File: src/vlbp_pkg.sv
`timescale 1ns / 1ps
// Package for the variable-length bit packer: payload structs, job format
// and sizing constants. Depends on nothing; every other file imports it.
package vlbp_pkg;

  // Longest chunk, in bits; longer lengths saturate to this
  localparam int MAX_CHUNK = 32;
  localparam int BYTE_W    = 8;
  localparam int PEND_W    = BYTE_W - 1;
  localparam int PCNT_W    = $clog2(BYTE_W);

  // Chunk length after saturation
  localparam int LEN_W     = $clog2(MAX_CHUNK + 1);
  // Pending bits plus one chunk
  localparam int ACC_W     = MAX_CHUNK + PEND_W;
  localparam int TOT_W     = $clog2(ACC_W + 1);
  // Bytes one chunk can complete
  localparam int MAX_BYTES = ACC_W / BYTE_W;
  localparam int WORD_W    = MAX_BYTES * BYTE_W;
  localparam int NB_W      = $clog2(MAX_BYTES + 1);
  localparam int BIDX_W    = (MAX_BYTES > 1) ? $clog2(MAX_BYTES) : 1;

  // Job queue between front and back end
  localparam int QDEPTH    = 2;
  localparam int QPTR_W    = (QDEPTH > 1) ? $clog2(QDEPTH) : 1;
  localparam int QCNT_W    = $clog2(QDEPTH + 1);

  // Item function codes
  localparam logic FUNC_APPEND = 1'b0;
  localparam logic FUNC_FLUSH  = 1'b1;

  typedef struct packed {
    logic        func;
    logic [31:0] chunk_bits;
    logic [5:0]  chunk_len;
  } vlbp_in_t;

  typedef struct packed {
    logic [7:0] packed_byte;
    logic       last_byte;
  } vlbp_out_t;

  // Completed bytes of one item, right aligned, oldest byte highest
  typedef struct packed {
    logic [WORD_W-1:0] word;
    logic [NB_W-1:0]   nbytes;
  } vlbp_job_t;

  typedef struct packed {
    logic      push;
    vlbp_job_t job;
  } vlbp_push_t;

  typedef struct packed {
    logic full;
    logic valid;
  } vlbp_qstat_t;

endpackage

File: src/vlbp_front.sv
`timescale 1ns / 1ps
// Front end: accepts items, holds the pending bits and turns each item into
// a job of completed bytes. Depends on vlbp_pkg.
module vlbp_front import vlbp_pkg::*; (
  input  logic        clk,
  input  logic        rst_n,
  input  logic        in_valid,
  output logic        in_stall,
  input  vlbp_in_t    in_data,
  input  vlbp_qstat_t qstat,
  output vlbp_push_t  qpush
);

  logic [PEND_W-1:0] pend_r, pend_nxt;
  logic [PCNT_W-1:0] cnt_r, cnt_nxt;

  logic              accept;
  logic [LEN_W-1:0]  len_sat;
  logic [ACC_W-1:0]  mask;
  logic [ACC_W-1:0]  acc;
  logic [TOT_W-1:0]  total;
  logic [PCNT_W-1:0] new_cnt;
  logic [NB_W-1:0]   nbytes;
  logic [ACC_W-1:0]  emitted;
  logic [BYTE_W-1:0] flush_byte;

  assign in_stall = qstat.full;
  assign accept   = in_valid && !in_stall;

  always_comb begin
    len_sat = (in_data.chunk_len > 6'(MAX_CHUNK)) ? LEN_W'(MAX_CHUNK)
                                                  : LEN_W'(in_data.chunk_len);
    mask    = ACC_W'({MAX_CHUNK{1'b1}} >> (LEN_W'(MAX_CHUNK) - len_sat));
    acc     = (ACC_W'(pend_r) << len_sat) | (ACC_W'(in_data.chunk_bits) & mask);
    total   = TOT_W'(cnt_r) + TOT_W'(len_sat);
    new_cnt = total[PCNT_W-1:0];
    nbytes  = NB_W'(total >> PCNT_W);
    emitted = acc >> new_cnt;
    // Pad the pending bits with zeros on the right
    flush_byte = {1'b0, pend_r} << (4'(BYTE_W) - {1'b0, cnt_r});
  end

  always_comb begin
    pend_nxt   = pend_r;
    cnt_nxt    = cnt_r;
    qpush.push = 1'b0;
    qpush.job  = '0;
    if (accept) begin
      if (in_data.func == FUNC_FLUSH) begin
        qpush.push       = (cnt_r != '0);
        qpush.job.word   = WORD_W'(flush_byte);
        qpush.job.nbytes = NB_W'(1);
        pend_nxt         = '0;
        cnt_nxt          = '0;
      end else begin
        qpush.push       = (nbytes != '0);
        qpush.job.word   = emitted[WORD_W-1:0];
        qpush.job.nbytes = nbytes;
        pend_nxt         = acc[PEND_W-1:0] & ~({PEND_W{1'b1}} << new_cnt);
        cnt_nxt          = new_cnt;
      end
    end
  end

  always_ff @(posedge clk) begin
    if (!rst_n) begin
      pend_r <= '0;
      cnt_r  <= '0;
    end else begin
      pend_r <= pend_nxt;
      cnt_r  <= cnt_nxt;
    end
  end

endmodule

File: src/vlbp_queue.sv
`timescale 1ns / 1ps
// Short job queue that decouples the front end from the byte serializer.
// Depends on vlbp_pkg.
module vlbp_queue import vlbp_pkg::*; (
  input  logic        clk,
  input  logic        rst_n,
  input  vlbp_push_t  qpush,
  input  logic        pop,
  output vlbp_job_t   head,
  output vlbp_qstat_t qstat
);

  vlbp_job_t         mem_r [QDEPTH];
  logic [QPTR_W-1:0] wr_ptr_r, wr_ptr_nxt;
  logic [QPTR_W-1:0] rd_ptr_r, rd_ptr_nxt;
  logic [QCNT_W-1:0] count_r, count_nxt;

  assign head        = mem_r[rd_ptr_r];
  assign qstat.valid = (count_r != '0);
  assign qstat.full  = (count_r == QCNT_W'(QDEPTH));

  always_comb begin
    wr_ptr_nxt = wr_ptr_r;
    rd_ptr_nxt = rd_ptr_r;
    if (qpush.push) begin
      wr_ptr_nxt = (wr_ptr_r == QPTR_W'(QDEPTH - 1)) ? '0 : wr_ptr_r + 1'b1;
    end
    if (pop) begin
      rd_ptr_nxt = (rd_ptr_r == QPTR_W'(QDEPTH - 1)) ? '0 : rd_ptr_r + 1'b1;
    end
    count_nxt = count_r + QCNT_W'(qpush.push) - QCNT_W'(pop);
  end

  always_ff @(posedge clk) begin
    if (qpush.push) begin
      mem_r[wr_ptr_r] <= qpush.job;
    end
  end

  always_ff @(posedge clk) begin
    if (!rst_n) begin
      wr_ptr_r <= '0;
      rd_ptr_r <= '0;
      count_r  <= '0;
    end else begin
      wr_ptr_r <= wr_ptr_nxt;
      rd_ptr_r <= rd_ptr_nxt;
      count_r  <= count_nxt;
    end
  end

endmodule

File: src/vlbp_back.sv
`timescale 1ns / 1ps
// Back end: walks the head job, oldest byte first, into the output
// register, one byte per cycle while not stalled. Depends on vlbp_pkg.
module vlbp_back import vlbp_pkg::*; (
  input  logic        clk,
  input  logic        rst_n,
  input  vlbp_job_t   head,
  input  vlbp_qstat_t qstat,
  output logic        pop,
  output logic        out_valid,
  input  logic        out_stall,
  output vlbp_out_t   out_data
);

  logic              out_valid_r, out_valid_nxt;
  vlbp_out_t         out_data_r, out_data_nxt;
  logic [BIDX_W-1:0] idx_r, idx_nxt;

  logic              load;
  logic [NB_W-1:0]   rem;
  logic [BIDX_W-1:0] sel;
  logic              last;

  assign out_valid = out_valid_r;
  assign out_data  = out_data_r;

  always_comb begin
    rem  = head.nbytes - NB_W'(1) - NB_W'(idx_r);
    sel  = rem[BIDX_W-1:0];
    last = (rem == '0);
    load = qstat.valid && (!out_valid_r || !out_stall);
    pop  = load && last;
  end

  always_comb begin
    out_valid_nxt = out_valid_r;
    out_data_nxt  = out_data_r;
    idx_nxt       = idx_r;
    if (load) begin
      out_valid_nxt            = 1'b1;
      out_data_nxt.packed_byte = BYTE_W'(head.word >> {sel, 3'b000});
      out_data_nxt.last_byte   = last;
      idx_nxt                  = last ? '0 : idx_r + 1'b1;
    end else if (!out_stall) begin
      out_valid_nxt = 1'b0;
    end
  end

  always_ff @(posedge clk) begin
    out_data_r <= out_data_nxt;
  end

  always_ff @(posedge clk) begin
    if (!rst_n) begin
      out_valid_r <= 1'b0;
      idx_r       <= '0;
    end else begin
      out_valid_r <= out_valid_nxt;
      idx_r       <= idx_nxt;
    end
  end

endmodule

File: src/variable_length_bit_packer.sv
`timescale 1ns / 1ps
// Top level of the MSB-first variable-length bit packer.
// Depends on vlbp_pkg, vlbp_front, vlbp_queue and vlbp_back.
//
//   channel | direction | handshake          | payload
//   --------+-----------+--------------------+----------------------------------
//   in_     | input     | in_valid/in_stall  | vlbp_in_t: func, chunk_bits, len
//   out_    | output    | out_valid/out_stall| vlbp_out_t: packed_byte, last_byte
//
// An item completes n bytes (0 to 4); the byte serializer moves one byte per
// cycle into the output register while out_stall does not hold it.
// Items enter one per cycle while the two-entry job queue has room.
// Reset (rst_n low, synchronous) clears the pending bits, the queue and the
// output valid. out_stall holds the output register; the queue absorbs jobs
// until full, then in_stall rises.
module variable_length_bit_packer import vlbp_pkg::*; (
  input  logic      clk,
  input  logic      rst_n,
  input  logic      in_valid,
  output logic      in_stall,
  input  vlbp_in_t  in_data,
  output logic      out_valid,
  input  logic      out_stall,
  output vlbp_out_t out_data
);

  vlbp_push_t  qpush;
  vlbp_qstat_t qstat;
  vlbp_job_t   head;
  logic        pop;

  // Accept items, track pending bits, build jobs of completed bytes
  vlbp_front u_front (
    .clk      (clk),
    .rst_n    (rst_n),
    .in_valid (in_valid),
    .in_stall (in_stall),
    .in_data  (in_data),
    .qstat    (qstat),
    .qpush    (qpush)
  );

  // Hold jobs while the output side stalls
  vlbp_queue u_queue (
    .clk   (clk),
    .rst_n (rst_n),
    .qpush (qpush),
    .pop   (pop),
    .head  (head),
    .qstat (qstat)
  );

  // Serialize each job, marking its final byte
  vlbp_back u_back (
    .clk       (clk),
    .rst_n     (rst_n),
    .head      (head),
    .qstat     (qstat),
    .pop       (pop),
    .out_valid (out_valid),
    .out_stall (out_stall),
    .out_data  (out_data)
  );

endmodule

File: config.mk
export PLATFORM = sky130hd
export DESIGN_NAME = variable_length_bit_packer
export DESIGN_NICKNAME = d
export VERILOG_FILES = /design/src/vlbp_pkg.sv /design/src/vlbp_front.sv /design/src/vlbp_queue.sv /design/src/vlbp_back.sv /design/src/variable_length_bit_packer.sv
export SDC_FILE = /design/constraint.sdc
export NUM_CORES = 1
export LEC_CHECK = 0
export ABC_AREA = 0
export BUFFER_PORTS_ARGS = -buffer_cell sky130_fd_sc_hd__buf_2
export CAP_MARGIN = 20
export CORE_MARGIN = 2
export CORE_UTILIZATION = 55
export CTS_CLUSTER_SIZE = 40
export DETAILED_ROUTE_END_ITERATION = 8
export GPL_ROUTABILITY_DRIVEN = 0
export PLACE_DENSITY = 0.8
export SETUP_SLACK_MARGIN = 0.02
export SYNTH_ARGS = -nofsm -noshare
export SYNTH_HDL_FRONTEND = slang
export SYNTH_SLANG_ARGS = --single-unit
File: constraint.sdc
create_clock -name clk -period 11.6 [get_ports clk]
set_input_delay 2.32 -clock clk [delete_from_list [all_inputs] [get_ports clk]]
set_output_delay 2.32 -clock clk [all_outputs]
set_load 0.02 [all_outputs]
==> results <==
- The path class of the lowest-slack min-delay path is flip-flop to flip-flop.
- STA classifies the critical path startpoint as an input pin.
- The synthesis-stage register bit count is 97.
- Hold timing on the final database bottoms out at a slack of 488 ps.
- The routed metal-1 wire length is 7970 µm.
- The routed wire length is 20700 µm.
- The area inside the core boundary is 13200 µm².
- After clock tree synthesis, the clock-pin slew on the worst setup and hold paths is 60 ps.
- The count of flip-flops with a built-in enable after synthesis is 79.
- Among all flip-flop cells after synthesis, the most frequent one is edfxtp_1.
- The number of DRC violations after detailed-routing iteration 0 is 1032.
- The final setup violation count is 0.
- Averaged over all synthesized cells, the footprint is 10.4 µm².
- In the global route stage, overall resource usage came out at 0.289.
- After detailed routing, the average wire length per cell comes to 23.0 µm.
- The static power due to leakage is 2.78 nW.
- The H-tree was split into 3 levels.
- The required time at the endpoint of the critical path is 11730 ps.
- The buffer depth of the longest clock path is 2.
- Setup repair after global routing left no endpoint under its margin.
- The synthesis-to-layout area growth is 7.59%.
- The overflow left after global routing is 0.
- For the finished layout, the period the worst path requires is 5850 ps.
- The number of gates resized after cts is 0.
- The met3 wirelength from detailed routing is 2420 µm.
- For this run, the top clock speed supported by timing is 0.171 GHz.
- The site row count is 42.
- Port buffering added 53 buffers.
- Of all nets on the critical path, the largest fanout is 19.
- The post-placement cell area is 7610 µm².
- For this run, the post-layout net count is 777.
- The clock latency on the worst-skew pair is 340 ps.
- The die is 120 µm tall.
- The share of cells above drive strength 1 is 0.220.
- The number of top-level design ports is 54.
- Of the available clock period, the critical path in the final layout requires 0.504.
- Counting flops with an async set or reset pin after synthesis yields a share of 0.
- The floorplan step set the die width to 120 µm.
- The commonest non-fill, non-tap cell in the layout is edfxtp_1.
- The run finished with clean final reports.
- The first global-routing pass estimated 32300 µm of wire.
- The number of antenna violations at the first check in global routing is 0.
- Across the VDD grid, the largest voltage drop is 78.8 µV.
- Detailed routing placed a total of 9430 µm of wire on met2.
- The area of the die is 14400 µm².
- The sequential cell area fraction in the yosys report is 0.370.
- The worst setup path is captured at a flip-flop.
- On the final layout, the worst clock skew is 8.08 ps.
- The total nets after synthesis is 767.
- The detail route stage leaves a number of antenna-violating nets equal to 0.
- Dividing total power by cell area gives a power density of 148 nW/µm².
- The number of cells produced by synthesis is 711.
- Buffers inserted during clock tree synthesis total 9.
- The highest metal layer with signal wires is met4.
- The worst setup path is of the input pin to flip-flop kind.
- TritonCTS built the clock tree.
- The first TritonRoute pass finished after 7 iterations.
- The pin count of the biggest net entering global routing is 48.
- The number of global-route vias before repair is 6011.
- For this run, design rule violations remaining after detail routing come to 0.
- 0 antenna diodes ended up in the layout.
- The count of warnings emitted by yosys is 0.
- The number of different library cells in the post-synthesis netlist is 91.
- The number of max-slew violations in the final report is 0.
- Dividing the detail-routed via count by the number of cells gives 7.22.
- The number of hold violations in the final report is 0.
- The sum of negative setup slack is 0 ps.
- The effective utilization at floorplan is 0.560.
- Counting every sink on the clock net gives 97.
- Headroom to the max-slew limit came out at 0.313.
- The clock root buffer master is clkbuf_16.
- The cell area after layout is 7950 µm².
- Hold repair after CTS inserted 0 buffers.
- The number of max-cap violations is 0.
- The measured slew at the worst slew-check pin is 1030 ps.
- For the worst setup path, the data arrival time is 5980 ps.
- The number of setup buffers added after CTS is 0.
- The cell area after technology mapping is 7390 µm².
- In the layout the commonest cells are edfxtp_1, buf_2, nand2_1.
- The total half-perimeter wirelength after legalization and detailed placement is 15100 µm.
- The total via count in the routed design is 6508.
## cells by family (layout without fill, tap and decap cells)
logic type / after synthesis / in the layout / share of synthesized area
fa+ha+maj: 13 / 13 / 0.0240
flops: 97 / 97 / 0.370
xor+xnor: 16 / 16 / 0.0190
compound gates: 225 / 225 / 0.225
mux: 81 / 81 / 0.159
simple gates: 189 / 189 / 0.144
buf+inv: 90 / 105 / 0.0601
## path summary, 6_finish.rpt
kind	start	to	slack [ps]	cells after the start
worst min-delay path	u_back.out_valid	u_back.out_valid	490	2
worst min register to register	u_back.out_valid	u_back.out_valid	490	2
worst max register to register	flip-flop	u_queue.count_r[1]	8060	13
worst max-delay path	in_data[0]	u_queue.mem_r[1][23]	5750	11
## flip-flops by register name, summed over array words and instances (netlist names), named ones only
| signal | flops |
|---|---|
| u_queue.mem_r | 70 |
| u_back.out_data | 9 |
| u_front.pend_r | 7 |
| u_front.cnt_r | 3 |
| u_back.idx_r | 2 |
| u_queue.count_r | 2 |
| u_back.out_valid | 1 |
| u_queue.rd_ptr_r | 1 |
| u_queue.wr_ptr_r | 1 |
## area by class of cell
cell class                      instances  area (µm²)
Clock inverter                          5        35.0
Tap cell                              176         220
Sequential cell                        97        2730
Multi-Input combinational cell        524        4240
Inverter                               26         103
Timing Repair Buffer                   63         364
Fill cell                            1066        5240
Clock buffer                           11         258
## power breakdown
part / switching (mW) / leakage [nW] / internal [mW]
Clock: 0.124 / 0.145 / 0.161
Combinational: 0.257 / 1.74 / 0.175
Sequential: 0.0178 / 0.894 / 0.441
## layer usage
layer / vias to the layer above / global-route usage
met5: - / 0
met4: 0 / 0.134
met1: 3044 / 0.408
met3: 81 / 0.0394
met2: 538 / 0.443
li1: 2845 / -
## critical path, stage by stage
cell and delay, ps:
buf_2 340, nor2b_4 480, inv_2 170, ha_1 360, nand4bb_1 170, a21oi_2 140, nor3_4 600, a32oi_1 360
mux2i_1 540, mux2i_1 170, o22ai_1 310
## synth_stat cells, types with 6 or more instances
cell,n,area share
buf_2,15,0.010
clkbuf_1,33,0.017
edfxtp_1,79,0.32
o22ai_1,22,0.019
and2_1,14,0.012
a22oi_1,9,0.0091
buf_6,11,0.017
nor2_1,25,0.013
ha_1,11,0.019
a21boi_0,7,0.0071
nand2b_1,8,0.0068
nand3_1,23,0.016
a32oi_1,17,0.020
nor2b_1,17,0.014
a221oi_1,6,0.0071
mux4_2,23,0.070
o21ai_0,23,0.016
nand4_1,9,0.0076
mux2_2,23,0.035
nor3_1,13,0.0088
inv_1,22,0.011
mux2i_1,29,0.039
nand2_1,41,0.021
a21oi_1,37,0.025
dfxtp_1,18,0.049
and3_1,6,0.0051
xnor2_1,12,0.014
o32ai_1,6,0.0071
a211oi_1,17,0.017
o211ai_1,12,0.012
nor3b_1,6,0.0061
a31oi_1,10,0.0085
## stage by stage
stage | utilization | power, mW | worst slack (ps) | cells
finish | 0.603 | 1.18 | 5750 | 902
floorplan | - | 0.780 | 5850 | 711
detailed placement | 0.577 | 0.887 | 5410 | 883
global route | 0.603 | 1.23 | 5550 | 902
global placement | 0.577 | 0.873 | 5580 | 883
CTS | 0.599 | 1.17 | 5730 | 899
No activity file was read; power rests on OpenSTA's default activity.
